==> src/rtl/pfp_sqrt.sv <==
// Iterative integer square root, two radicand bits per cycle.
module pfp_sqrt #(
  parameter int unsigned IN_W = 57
) (
  input  logic                      clk_i,
  input  logic                      rst_ni,
  input  logic                      start_i,
  input  logic [IN_W-1:0]           rad_i,
  output logic                      done_o,
  output logic [(IN_W+1)/2-1:0]     root_o
);

  localparam int unsigned RW = (IN_W + 1) / 2;
  localparam int unsigned EW = 2 * RW;
  localparam int unsigned CW = $clog2(RW + 1);

  logic [EW-1:0] rad_q;
  logic [RW:0]   rem_q;
  logic [RW-1:0] root_q;
  logic [CW-1:0] cnt_q;
  logic          busy_q;
  logic          done_q;

  logic [RW+2:0] rem_s;
  logic [RW+2:0] trial;
  logic          fits;

  // One restoring step: bring down two bits and try root*4+1.
  assign rem_s = {rem_q, rad_q[EW-1:EW-2]};
  assign trial = (RW+3)'({root_q, 2'b01});
  assign fits  = rem_s >= trial;

  // Control.
  always_ff @(posedge clk_i or negedge rst_ni) begin
    if (!rst_ni) begin
      busy_q <= 1'b0;
      done_q <= 1'b0;
    end else begin
      done_q <= 1'b0;
      if (start_i) begin
        busy_q <= 1'b1;
      end else if (busy_q && cnt_q == CW'(RW - 1)) begin
        busy_q <= 1'b0;
        done_q <= 1'b1;
      end
    end
  end

  // Working registers.
  always_ff @(posedge clk_i) begin
    if (start_i) begin
      rad_q  <= EW'(rad_i);
      rem_q  <= '0;
      root_q <= '0;
      cnt_q  <= '0;
    end else if (busy_q) begin
      rad_q  <= {rad_q[EW-3:0], 2'b00};
      rem_q  <= fits ? (RW+1)'(rem_s - trial) : (RW+1)'(rem_s);
      root_q <= {root_q[RW-2:0], fits};
      cnt_q  <= cnt_q + CW'(1);
    end
  end

  assign done_o = done_q;
  assign root_o = root_q;

endmodule

==> config.mk <==
export PLATFORM = sky130hd
export DESIGN_NAME = pfp_sqrt
export DESIGN_NICKNAME = d
export VERILOG_FILES = /design/src/rtl/pfp_sqrt.sv
export SDC_FILE = /design/constraint.sdc
export NUM_CORES = 1
export LEC_CHECK = 0
export BUFFER_PORTS_ARGS = -buffer_cell sky130_fd_sc_hd__buf_2
export CORE_MARGIN = 2
export CORE_UTILIZATION = 48
export CTS_CLUSTER_DIAMETER = 150
export CTS_CLUSTER_SIZE = 40
export DETAILED_ROUTE_END_ITERATION = 10
export GPL_TIMING_DRIVEN = 0
export PLACE_DENSITY = 0.71
export SYNTH_ARGS = -nofsm -noshare
export SYNTH_HDL_FRONTEND = slang
export SYNTH_SLANG_ARGS = --single-unit
export TNS_END_PERCENT = 30
==> constraint.sdc <==
create_clock -name clk_i -period 3.2 [get_ports clk_i]
set_input_delay 0.96 -clock clk_i [delete_from_list [all_inputs] [get_ports clk_i]]
set_output_delay 0.96 -clock clk_i [all_outputs]
set_load 0.005 [all_outputs]
### Word-level counts from Yosys, hierarchy flattened

Index checks and enable logic that the tools add are counted.

| word-level totals | value |
|---|---|
| bits in registers | 124 |
| bits of input ports | 60 |

| operators by class | value |
|---|---|
| reductions and logical operators | 3 |
| equal/unequal tests | 1 |
| add/sub/neg operators | 2 |
| order comparisons | 1 |
| mux-type cells | 7 |

Operator list:

| cell | count |
|---|---|
| 57-bit two-way mux | 2 |
| 32-bit by 31-bit greater-or-equal comparator with 1-bit output | 1 |
| 30-bit two-way mux | 1 |
| 30-bit subtractor | 1 |
| 5-bit by 1-bit adder with 5-bit output, second input constant | 1 |
| 5-bit == test, second input constant | 1 |
| 1-bit two-way mux | 4 |
| 2-bit nonzero test | 2 |
| 1-bit logical AND | 1 |

### Longest topological paths before layout

| depth | value |
|---|---|
| word-level depth | 4 |
| mapped depth | 13 |
| mapped depth without buffers | 10 |

### Worst setup path after synthesis

Ideal clock, no wire load.

| timing | value |
|---|---|
| path kind | input to register |
| start | input port start_i |
| end | register rad_q[0] (enable) |
| arrival | 2.602 ns |
| data required time | 2.789 ns |
| slack | 0.187 ns |
| stages on the path | 4 |
| buffers on the path | 2 |
| path through | clkbuf_1 > nor2_1 > clkbuf_1 > inv_1 |

| between the ends | value |
|---|---|
| word-level cells in the longest chain between the ends | 1 |

RTL lines:

| item | RTL line | source |
|---|---|---|
| start, declared | 7 | `input logic start_i,` |
| 2-bit nonzero test (no source line) | n/a |  |
| end signal, assigned | 52 | `rad_q <= EW'(rad_i);` |
| end signal, assigned | 57 | `rad_q <= {rad_q[EW-3:0], 2'b00};` |
| end, declared | 17 | `logic [EW-1:0] rad_q;` |

No other way between the ends.
A chain may end at the register's enable or synchronous reset.

### Worst setup path in the final report

| timing | value |
|---|---|
| start | register root_q[18], in the netlist root_o[18] |
| end | register rem_q[24] |

| between the ends | value |
|---|---|
| word-level cells in the longest chain between the ends | 2 |
| elaborated cells on any way between the ends | 3 |
| classes of those cells | 1 x add/sub; 1 x order compare; 1 x mux |

RTL lines:

| item | RTL line | source |
|---|---|---|
| start, declared | 19 | `logic [RW-1:0] root_q;` |
| start signal, assigned | 59 | `root_q <= {root_q[RW-2:0], fits};` |
| 30-bit subtractor / 32-bit by 31-bit greater-or-equal comparator with 1-bit output (equally long branches) | 58, 31 |  |
| 30-bit two-way mux * | 58 | `rem_q <= fits ? (RW+1)'(rem_s - trial) : (RW+1)'(rem_s);` |
| end signal, assigned | 58 |  |
| end, declared | 18 | `logic [RW:0] rem_q;` |

Mark *: on every way between the ends. The rest lies on a longest branch, timed or not.

==> impl_metrics.py <==
metrics = {
    "synthesis": {
        "synthArstFlopShare_pct": 1.61,
        "syn-instance-count": 658,
        "syn-cell-area_um2": 6710,
        "ys_warn_count": 0,
        "synth_area_leaders": "edfxtp_1, dfxtp_1, mux2_2",
        "avgSynthCellArea_um2": 10.2,
        "ys_seq_elements": 124,
        "synth_ff_type": "dfxtp_1",
        "netlist-cell-type-count": 61,
        "synth_nets": 751,
        "synth_top_area_share_pct": 25.5,
        "seq_area_frac_synth_pct": 45.7,
        "synth_top_cells_by_count": "nor2_1, dfxtp_1, nand2_1, edfxtp_1, mux2_2",
        "synth.most_common_cell": "nor2_1",
        "synth_edf_count": 57,
        "yosysTopAreaCell": "edfxtp_1",
    },
    "run": {
        "maxCapViolations": 0,
    },
    "finish": {
        "final_area_um2": 7950,
        "area_delta_synth_final_pct": 18.5,
        "drive_above_1_share_pct": 25.7,
        "n_antenna_cell": 0,
        "fin_nets": 859,
    },
    "grt": {
        "grt_usage_pct": 21.4,
        "grt_pass1_vias": 5145,
        "antenna_found_initial": 0,
        "globalRouteOverflowTotal": 0,
        "grt_max_degree": 31,
        "grt_pass1_wl_um": 24900,
    },
    "clock_network": {
        "cts_tree": "yes",
        "cts_htree_levels": 4,
        "cts_buffers": 17,
        "postCtsSetupBuffers": 0,
        "clk_pin_slew_ns": 0.06,
        "ctsHoldBuffers": 0,
        "clkSinkCount": 124,
        "root_buffer": "clkbuf_16",
        "clock_path_buffers": 2,
        "clk_latency_ns": 0.42,
    },
    "timing": {
        "fmax_ghz": 0.344,
        "fin_ws_ns": 0.292,
        "setup-violations-final": 0,
        "period_needed_ns": 2.91,
        "clock_skew_ns": 0.00871,
        "max_slew_margin_pct": 52.3,
        "hold_viol_final": 0,
        "report.final.slew_viol_count": 0,
        "rsz0062_at_grt": "false",
        "finalCritPeriodShare_pct": 90.9,
        "holdWs_ns": 0.314,
        "tightest_slew_ns": 0.716,
    },
    "pwr": {
        "clockPowerShare_pct": 25.7,
        "switchingPower_mw": 2.68,
        "power_density_nw_per_um2": 883,
        "switching_share_pct": 38.2,
        "peakVddDrop_v": 0.000401,
        "power_frac_seq_pct": 29.1,
        "p_leak_nw": 3.46,
        "combPwrFrac_pct": 45.1,
        "total_power_mw": 7.02,
        "internal_power_mw": 4.34,
    },
    "setup_path": {
        "r2r_end": "rem_q[24]",
        "r2r-start": "root_o[18]",
        "start_kind": "register",
        "critPathArrivalTime_ns": 3.24,
        "critPathRequiredTime_ns": 3.53,
        "r2r_cells": 12,
        "crit_type": "register to register",
        "ff2ff_setup_slack_ns": 0.29,
        "end_kind": "register",
        "crit_fanout": 10,
    },
    "floorplan": {
        "core_um2": 13800,
        "fp.dieW_um": 122,
        "rows": 43,
        "start_util_pct": 48.7,
        "dieHeight_um": 122,
        "ios": 90,
        "die_area_um2": 14900,
    },
    "worst_hold_path": {
        "hold_class": "input pin to asynchronous set/reset pin",
    },
    "placement": {
        "postPlaceCellArea_um2": 7390,
        "dp_slack_ns": 0.176,
        "numPortBuffers": 88,
        "place_congestion": 0.921,
        "hpwl_um": 11200,
    },
    "drt": {
        "dr.pass1.iters": 6,
        "detail-route-antenna-nets": 0,
        "drt-total-wl_um": 15200,
        "vias_per_cell": 5.56,
        "routedWlPerCell_um": 15.9,
        "drc": 0,
        "first_iter_violations": 226,
        "dr_total_vias": 5332,
    },
    "outcome": {
        "status": "complete, no violations",
    },
}
cell families (layout without fill, tap and decap cells):
kind of cell | count (synthesis) | count (layout) | synth area share (%)
AOI/OAI and AO/OA | 131 | 131 | 13.9
xor gates and xnor gates | 24 | 24 | 3.13
adders and majority gates | 33 | 33 | 6.15
buffers and inverters | 72 | 193 | 4.40
DFF | 124 | 124 | 45.7
muxes | 85 | 85 | 13.7
and+or+nand+nor | 189 | 189 | 13.0
through the flow:
| stage | util, % | cells | setup TNS [ns] |
|---|---|---|---|
| floorplan | - | 658 | 0 |
| global placement | 53.5 | 926 | -35.90 |
| detailed placement | 53.7 | 927 | 0 |
| CTS | 57.7 | 959 | 0 |
| global route | 57.7 | 959 | 0 |
| finish | 57.7 | 959 | 0 |
cells in the final DEF, fill, tap and decap left out, types with 23 or more instances in the layout:
| master | count |
|---|---|
| a21oi_1 | 25 |
| buf_2 | 92 |
| clkbuf_1 | 23 |
| dfxtp_1 | 65 |
| edfxtp_1 | 57 |
| ha_1 | 33 |
| inv_1 | 37 |
| mux2_2 | 55 |
| mux2i_1 | 30 |
| nand2_1 | 60 |
| nor2_1 | 71 |
critical path: stages, from the launching register on:
cell       delay (ns)
dfxtp_1          0.37
inv_1            0.08
ha_1             0.27
buf_2            0.17
nand3_1          0.11
nor2b_2          0.16
nand2_1          0.14
o2111ai_1        0.27
a21oi_1          0.12
nor2_1           0.25
buf_2            0.33
nand2_1          0.26
o211ai_1         0.28
sequential cells by signal (all words and copies together) (netlist names):
name,cells
rad_q,58
rem_q,30
root_o,29
cnt_q,5
busy_q,1
done_o,1
power groups by stage:
stage	Sequential (mW)	Clock (mW)	Combinational, mW
finish	2.04	1.81	3.17
global route	2.07	1.90	3.50
CTS	2.04	1.83	3.15
detailed placement	2.07	0	3.11
global placement	2.07	0	3.08
floorplan	2.02	0	2.46
repair_timing:
item,in CTS,in global routing
gates resized for setup,0,2
endpoints found under the setup margin,0,7
endpoints found under the hold margin,0,0
cell type report:
type	instances	area, um^2
Inverter	38	143
Tap cell	180	225
Clock buffer	18	429
Timing Repair Buffer	89	460
Sequential cell	124	3060
Clock inverter	14	123
Buffer	34	154
Multi-Input combinational cell	462	3350
Fill cell	1223	5830
how the worst max path moves through the flow:
| stage | endpoint | slack (ns) | startpoint |
|---|---|---|---|
| final | rem_q[24] | 0.29 | root_o[18] |
| after global routing | rem_q[24] | 0.01 | root_o[18] |
| after CTS | rem_q[27] | 0.20 | root_o[17] |
| after detailed placement | rad_q[53] | 0.18 | start_i |
| after global placement | rad_q[55] | -0.63 | start_i |
| after floorplan | rad_q[0] | 0.19 | start_i |
routing by layer:
metal	GRT usage [%]	part of all wire [%]	vias to the layer above
li1	-	-	2612
met1	26.7	44	2528
met2	35.1	48	163
met3	6.09	6.3	29
met4	8.62	2.1	0
met5	0	0	-
(Power assumes the default switching activity.)
