--- config.mk ---
export PLATFORM = sky130hd
export DESIGN_NAME = pfp_div
export DESIGN_NICKNAME = d
export VERILOG_FILES = /design/src/rtl/pfp_div.sv
export SDC_FILE = /design/constraint.sdc
export NUM_CORES = 1
export LEC_CHECK = 0
export ABC_AREA = 0
export BUFFER_PORTS_ARGS = -buffer_cell sky130_fd_sc_hd__buf_4
export CORE_MARGIN = 1
export CORE_UTILIZATION = 58
export CTS_CLUSTER_SIZE = 8
export DETAILED_ROUTE_END_ITERATION = 10
export GPL_TIMING_DRIVEN = 0
export PLACE_DENSITY = 0.88
export SETUP_SLACK_MARGIN = 0.1
export SLEW_MARGIN = 20
export SYNTH_ARGS = -nofsm -noshare
export SYNTH_HDL_FRONTEND = slang
export SYNTH_SLANG_ARGS = --single-unit
--- constraint.sdc ---
create_clock -name clk_i -period 4.7 [get_ports clk_i]
set_input_delay 0.705 -clock clk_i [delete_from_list [all_inputs] [get_ports clk_i]]
set_output_delay 0.705 -clock clk_i [all_outputs]
set_load 0.01 [all_outputs]
--- src/rtl/pfp_div.sv ---
// Iterative signed-by-unsigned divider, one quotient bit per cycle, truncating toward zero.
module pfp_div #(
  parameter int unsigned NUM_W = 57,
  parameter int unsigned DEN_W = 29
) (
  input  logic                    clk_i,
  input  logic                    rst_ni,
  input  logic                    start_i,
  input  logic signed [NUM_W-1:0] num_i,
  input  logic [DEN_W-1:0]        den_i,
  output logic                    done_o,
  output logic signed [NUM_W-1:0] quo_o
);

  localparam int unsigned CW = $clog2(NUM_W + 1);

  logic [NUM_W-1:0] dvd_q;
  logic [DEN_W-1:0] den_q;
  logic [DEN_W-1:0] rem_q;
  logic [CW-1:0]    cnt_q;
  logic             neg_q;
  logic             busy_q;
  logic             done_q;

  logic [DEN_W:0]   rem_s;
  logic             fits;

  // Restoring step on the magnitude; the quotient shifts in behind the dividend.
  assign rem_s = {rem_q, dvd_q[NUM_W-1]};
  assign fits  = rem_s >= (DEN_W+1)'(den_q);

  // Control.
  always_ff @(posedge clk_i or negedge rst_ni) begin
    if (!rst_ni) begin
      busy_q <= 1'b0;
      done_q <= 1'b0;
    end else begin
      done_q <= 1'b0;
      if (start_i) begin
        busy_q <= 1'b1;
      end else if (busy_q && cnt_q == CW'(NUM_W - 1)) begin
        busy_q <= 1'b0;
        done_q <= 1'b1;
      end
    end
  end

  // Working registers.
  always_ff @(posedge clk_i) begin
    if (start_i) begin
      neg_q <= num_i[NUM_W-1];
      dvd_q <= num_i[NUM_W-1] ? $unsigned(-num_i) : $unsigned(num_i);
      den_q <= den_i;
      rem_q <= '0;
      cnt_q <= '0;
    end else if (busy_q) begin
      rem_q <= fits ? DEN_W'(rem_s - (DEN_W+1)'(den_q)) : DEN_W'(rem_s);
      dvd_q <= {dvd_q[NUM_W-2:0], fits};
      cnt_q <= cnt_q + CW'(1);
    end
  end

  assign done_o = done_q;
  assign quo_o  = neg_q ? -$signed(dvd_q) : $signed(dvd_q);

endmodule

Yosys cells after proc, flatten, opt, wreduce, memory -nomap -nowiden
Cells that the tools add are included.
Cells by class
  add/subtract/negate cells: 4
  multiply operators: 0
  div/mod/pow operators: 0
  magnitude comparators: 1
  eq/ne operators: 1
  shifts and indexed selects: 0
  multiplexer cells: 9
  bitwise gates (word level): 0
  reductions and logical operators: 3
Operators with widths (number)
  two-way mux 57 bit: 4
  negator 57 bit: 2
  greater-or-equal comparator 30 x 29 -> 1 bit: 1
  two-way mux 29 bit: 1
  subtractor 29 bit: 1
  adder 6 x 1 -> 6 bit, second input constant: 1
  == test 6 bit, second input constant: 1
  two-way mux 1 bit: 4
  nonzero test 2 bit: 2
  logical AND 1 bit: 1
Storage, ports and cells
  register bits after elaboration: 124
  latch bits: 0
  memory bits (writable): 0
  memory bits (read-only): 0
  input bits: 89
  output and inout port bits: 58
  word-level logic and storage cells: 25
  memories: 0

Longest topological paths before layout
Gate-level depths: netlist of the first run.
  depth after elaboration: 4
  mapped depth: 14

Least setup slack after synthesis of the first run
Ideal clock, no wire load.
  path kind: register to output
  from: register dvd_q[23]
  to: output quo_o[54]
  data arrival time: 3.381 ns
  data required time: 3.995 ns
  slack: 0.614 ns
  cell stages (with the launch flop): 10
  path buffers: 0
  cell sequence: edfxtp_1 -> or3_4 -> or3_4 -> or3_4 -> or3_4 -> or3_4 -> or3_4 -> or4_4 -> o31ai_4 -> xnor2_1
On the way
  cells in the longest elaborated chain, start to end: 2
RTL lines
  start: declaration: RTL line 17  | logic [NUM_W-1:0] dvd_q;
  start signal: assignment: RTL line 52  | dvd_q <= num_i[NUM_W-1] ? $unsigned(-num_i) : $unsigned(num_i);
  start signal: assignment: RTL line 58  | dvd_q <= {dvd_q[NUM_W-2:0], fits};
  negator 57 bit: RTL line 64  | assign quo_o = neg_q ? -$signed(dvd_q) : $signed(dvd_q);
  two-way mux 57 bit: RTL line 64
  end: declaration: RTL line 12  | output logic signed [NUM_W-1:0] quo_o
Every way passes these cells.

Worst setup path after layout of the first run
Ends and elaborated chain as after synthesis.

==> out/summary.txt, run 1 <==
CP endpoint kind = primary output
Register area share after synthesis = 39.2%
CTS clk-pin slew, worst paths = 60 ps
Finished Layout Cells = 1341
Htree depth = 4
Crit start category = register
Critical path class = register to primary output
Worst slew margin = 35.3%
Max Clk Rate = 213 MHz
Slack of the critical path = -1.03 ps
LEAKAGE = 4.38 nW
Prevailing post-synth register cell = edfxtp_1
RD Place Congestion = 0.964
Final Cycle Share = 100%
Nets@finish = 1267
Placed Area = 9910 um^2
CP arrival = 4000 ps
Initial DRC Count = 971
Die Area = 15300 um^2
Post-DP HPWL = 16800 um
CTS root buf = clkbuf_16
Final setup violation count = 1
Vias in the first global route = 7705
PwrDens = 421 nW/um^2
Synth-to-layout area growth = 25.1%
Initial Util = 59.2%
CTS tree = built
DRC violations left = 2
Core area = 14500 um^2
Final Hold Viols = 0
1st-pass router iterations = 9
Status = complete, but fails checks
Vias = 8388
Req. time, crit path = 3990 ps
Die Span Y = 124 um
Routed WL per cell = 18.4 um
Slew Limit Fails = 0
Worst slew pin tran = 970 ps
Number of I/O pins = 147
Post-Syn Area per Cell = 8.94 um^2
FF+latch count, synth = 124
Hold Crit Class = input pin to asynchronous set/reset pin
Hold buffers post-CTS = 0
Clk_skew = 6.43 ps
First-pass GRT wire length = 37800 um
Crit-path max FO = 4
Mapped Nets = 1082
TritonCTS buffer count = 17
Initial antenna violation count = 0
IO buf count = 146
Synth Instances = 959
Core Rows = 44
Gr ovfl total = 0
Synth warn = 0
Share of cells above drive strength 1 = 19.4%
Netlist Area Pre-Place = 8580 um^2
Cell area after layout = 10700 um^2
RSZ-0062 raised after global routing = yes
Detailed Route WL = 24700 um
DRT antenna net count = 0
Sinks on Clock Net = 124
Tmin final = 4700 ps
# diodes = 0
Peak supply drop = 0.297 mV
Via/cell ratio = 6.26
Clock Tree Buf Depth = 2
Placed Cells = 1289
Clk_lat worst skew = 430 ps
DIE WIDTH = 124 um
Failing checks = DRC, setup timing
Gr usage total = 32.2%
Maxcap violations = 0
Largest net degree at the start of global routing = 58
Pwr Total = 0.00452 W
Asr flop ratio synth = 1.61%
Library cells used by synthesis = 53
EDFF count, synth = 87
Yosys cell counts, types with 3 or more instances:
cell type,number,area [um^2]
nor2_1,114,428
a21oi_1,101,505
edfxtp_1,87,2610
xor2_1,69,604
xnor2_1,68,596
nand2_1,64,240
o21ai_0,55,275
inv_1,46,173
clkbuf_1,45,169
dfxtp_1,35,701
ha_1,33,413
o31ai_1,32,240
a211oi_1,20,150
o41ai_1,16,140
a21o_1,15,113
nand3_1,15,75.1
or3_1,13,81.3
nand2b_1,11,68.8
nand4_1,11,68.8
nor3_1,11,55.1
or4_1,10,75.1
mux2i_1,9,90.1
nor4_1,9,56.3
or3_4,8,90.1
a22o_1,6,52.6
nor2b_1,6,37.5
o21bai_1,6,45.0
nand3b_1,4,30.0
or2_2,4,25.0
a21boi_0,3,22.5
a31oi_1,3,18.8
o211ai_1,3,22.5
or4_4,3,33.8
cell type report:
cell class | count | area, um^2
tap | 184 | 230
clock inverter | 7 | 46.3
sequential | 124 | 3360
inverter | 46 | 175
timing repair buffer | 166 | 1250
clock buffer | 25 | 561
buffer | 47 | 180
multi-input combinational | 742 | 4930
fill | 1030 | 3750
power breakdown:
part	internal, W	leakage [nW]	switching, W
Sequential	0.00136	1.18	0.000174
Combinational	0.000732	2.90	0.000926
Clock	0.000827	0.304	0.000502
Total	0.00292	4.38	0.00160
worst paths after layout:
path	from	endpoint	slack, ps	depth (start not counted)
min reg2reg	rem_q[1]	rem_q[1]	490	2
min	rst_ni	busy_q	50	1
max	dvd_q[23]	quo_o[54]	-1	10
max in group asynchronous	rst_ni	done_o	4550	1
min in group clk_i	den_i[6]	den_q[6]	450	1
max reg2reg	dvd_q[56]	rem_q[2]	960	13
sequential cells by signal (all words and copies together), names as in the netlist:
name    cells
cnt_q       6
dvd_q      57
rem_q      29
neg_q       1
den_q      29
busy_q      1
done_o      1
metrics by stage:
step | util (%) | hold slack, ps | setup slack [ps] | setup TNS [ps]
final | 74.1 | 51.8 | -1.03 | -1.03
after global routing | 74.1 | 45.0 | -87.6 | -165
after CTS | 73.7 | 50.1 | 30.0 | 0
after detailed placement | 68.4 | 482 | 285 | 0
after global placement | 68.4 | 472 | 329 | 0
after floorplan | - | 409 | 614 | 0
cell families after synthesis:
kind of cell,share of synthesized area (%)
adders and majority gates,5.05
muxes,1.05
and+or+nand+nor,16.6
AOI/OAI and AO/OA,20.0
xor gates and xnor gates,14.0
DFF,39.2
buffers and inverters,4.11
worst max-delay path: stages, from the launching register on:
cell      delay [ps]
edfxtp_1         390
or3_4            400
or3_4            340
or3_4            330
or3_4            380
or3_4            350
or3_4            370
or4_4            480
o31ai_4          210
xnor2_1          150
buf_4            140
placed cells by master (no fill, tap or decap), types with 3 or more instances in the layout:
| cell | count |
|---|---|
| buf_4 | 167 |
| nor2_1 | 113 |
| a21oi_1 | 101 |
| edfxtp_1 | 87 |
| xor2_1 | 69 |
| xnor2_1 | 68 |
| nand2_1 | 64 |
| o21ai_0 | 53 |
| clkbuf_1 | 47 |
| inv_1 | 45 |
| dfxtp_1 | 35 |
| ha_1 | 33 |
| o31ai_1 | 28 |
| clkbuf_16 | 21 |
| a211oi_1 | 20 |
| o41ai_1 | 16 |
| a21o_1 | 15 |
| nand3_1 | 14 |
| or3_1 | 13 |
| nor3_1 | 11 |
| nand2b_1 | 11 |
| nand4_1 | 11 |
| or4_1 | 10 |
| nor4_1 | 9 |
| mux2i_1 | 9 |
| or3_4 | 8 |
| nor2b_1 | 6 |
| o21bai_1 | 6 |
| a22o_1 | 6 |
| o31ai_4 | 6 |
| or2_2 | 4 |
| nand3b_1 | 4 |
| clkinv_2 | 4 |
| a21boi_0 | 3 |
| o211ai_1 | 3 |
| or4_4 | 3 |
| a31oi_1 | 3 |
| clkinv_4 | 3 |
layer usage:
metal | vias to the layer above | routed length [um] | track usage (%)
li1 | 3834 | - | -
met1 | 3915 | 9810 | 42.7
met2 | 528 | 11600 | 51.4
met3 | 111 | 2340 | 5.54
met4 | 0 | 947 | 15.1
met5 | - | 0 | 0
what timing repair did:
action,in CTS,in global routing
endpoints found under the setup margin,10,13
setup buffers,16,4
resized for setup,7,6
pin swaps,4,4
cloned,0,0
Power figures use the tool's default switching activity.
==> run 2, diff against run 1 <==
--- a/config.mk
+++ b/config.mk
@@ -7,6 +7,7 @@
 export LEC_CHECK = 0
 export ABC_AREA = 0
 export BUFFER_PORTS_ARGS = -buffer_cell sky130_fd_sc_hd__buf_4
+export CORE_ASPECT_RATIO = 0.8
 export CORE_MARGIN = 1
 export CORE_UTILIZATION = 58
 export CTS_CLUSTER_SIZE = 8
==> run 2 against run 1 <==
Compared with the run above:
- the flow finishes with violations (setup timing)
- sequential share of layout area fell by 0.17 points
- worst hold slack better by 1.0 ps
- first-iteration DRC count increased by 15%
- clock power decreased by 9%
- critical path depth unchanged
- sequential cell count unchanged
- via count about the same
- design area rose by 0.55%
==> out/summary.txt, run 2 (synthesized netlist as in run 1, its figures left out) <==
Status = complete, but fails checks
Failing checks = setup timing
Worst slew margin = 36.6%
Vias in the first global route = 7947
Crit-path max FO = 4
TritonCTS buffer count = 17
Tmin final = 4790 ps
RSZ-0062 raised after global routing = yes
Area of the multi-input gates = 4980 um^2
CP endpoint kind = primary output
Initial DRC Count = 1121
FF-to-FF path depth = 13
PwrDens = 409 nW/um^2
Critical path class = register to primary output
Die Area = 15300 um^2
CTS root buf = clkbuf_16
CTS tree = built
Clk_skew = 6.29 ps
Worst slew pin tran = 951 ps
Placed Area = 9910 um^2
Maxcap violations = 0
Crit Reg-Reg Startpoint = dvd_q[56]
Via/cell ratio = 6.22
Crit path cell chain = or4_4 > nor4_4 > nand3_2 > or3_4 > or3_4 > or3_4 > or4_4 > o31ai_4 > xnor2_1 > buf_4
LEAKAGE = 4.43 nW
Largest net degree at the start of global routing = 58
Reg2reg setup slack = 1000 ps
Largest register FFs = 57
DRT antenna net count = 0
Slew Limit Fails = 0
Setup_tns = -337 ps
Cell area after layout = 10800 um^2
Detailed Route WL = 25400 um
CP dominant cell by count = or3_4
Leading cell type in the layout, fill and taps excluded = buf_4
RD Place Congestion = 0.941
First-pass GRT wire length = 39100 um
Final Cycle Share = 102%
Gr ovfl total = 0
Most frequent cells in the layout = 176 x buf_4, 113 x nor2_1, 101 x a21oi_1
Initial antenna violation count = 0
Final Hold Viols = 0
Htree depth = 4
Die Span Y = 111 um
Final setup violation count = 7
Critical path startpoint = dvd_q[11]
Synth-to-layout area growth = 25.8%
Core Rows = 39
Routed WL per cell = 18.8 um
CP arrival = 4090 ps
Max Clk Rate = 209 MHz
Gr usage total = 33.2%
Clock Tree Buf Depth = 2
1st-pass router iterations = 6
Initial Util = 59.8%
Filler cells = 981
Clk_lat worst skew = 430 ps
Register name with the most flops = dvd_q
CTS clk-pin slew, worst paths = 50 ps
Critical register-to-register path endpoint = rem_q[2]
Sinks on Clock Net = 124
Dpl ws = 145 ps
IO buf count = 146
Post-DP HPWL = 17300 um
Share of cells above drive strength 1 = 20.5%
Hold Crit Class = input pin to asynchronous set/reset pin
Worst path slowest cell = or4_4
Sequential Area = 3360 um^2
Hold_ws = 52.8 ps
Req. time, crit path = 3990 ps
# diodes = 0
Peak supply drop = 0.289 mV
Slack of the critical path = -90.4 ps
Crit start category = register
Crit-path max cell delay = 580 ps
DIE WIDTH = 138 um
Number of I/O pins = 147
Vias = 8396
Largest registers = dvd_q: 57 flops, den_q: 29 flops, rem_q: 29 flops
Core area = 14300 um^2
Nets@finish = 1276
DRC violations left = 0
[run 2: cell count changes in the layout (fill, tap and decap cells not counted), sizes merged]
cell    delta
inv        +1
buf        +9
clkinv     -1
[run 2: area by class of cell]
cell class | count | area share (%)
plain buffers | 47 | 1.67
clock buffers | 25 | 4.70
clock inverters | 7 | 0.325
inverters | 46 | 1.62
multi-input cells | 742 | 46.2
flip-flops and latches | 124 | 31.2
well taps | 184 | 2.13
repair buffers | 175 | 12.2
[run 2: per-layer routing]
metal / vias up / share of wire, % / GRT usage [%]
li1: 3862 / - / -
met1: 3858 / 42 / 45.7
met2: 567 / 44 / 49.6
met3: 109 / 10 / 6.36
met4: 0 / 3.9 / 16.6
met5: - / 0 / 0
[run 2: stage by stage]
step           util, %  cells  total power [W]
4_1_cts           74.7   1353          0.00436
3_5_place_dp      69.1   1289          0.00313
2_1_floorplan        -    959          0.00259
6_report          75.2   1350          0.00442
3_3_place_gp      69.0   1289          0.00308
5_1_grt           75.2   1350          0.00463
[run 2: power breakdown]
| part | switching, W | internal, W | total, W | leakage, nW |
|---|---|---|---|---|
| combinational | 0.000934 | 0.000735 | 0.00167 | 2.97 |
| sequential | 0.000175 | 0.00136 | 0.00154 | 1.18 |
| clock | 0.000469 | 0.000740 | 0.00121 | 0.274 |
[run 2: worst max-delay path by stage]
stage                           end  depth (start not counted)
after floorplan           quo_o[54]                          9
after global placement    dvd_q[54]                         11
after detailed placement  dvd_q[54]                         11
after CTS                 quo_o[54]                         10
after global routing      quo_o[54]                         10
final                     quo_o[54]                         10
[run 2: critical path, delay by kind of cell (launching register included)]
kind	cells	cell delay [ps]
compound gates	1	200
simple gates	7	2770
buf+inv	1	140
xor+xnor	1	150
flops	1	390
[run 2: what timing repair did]
item	4_1_cts	5_1_grt
hold buffers	0	0
resized for setup	7	19
pin swaps	0	19
gates cloned	0	0
buffers inserted	32	3
setup endpoints to repair	10	16
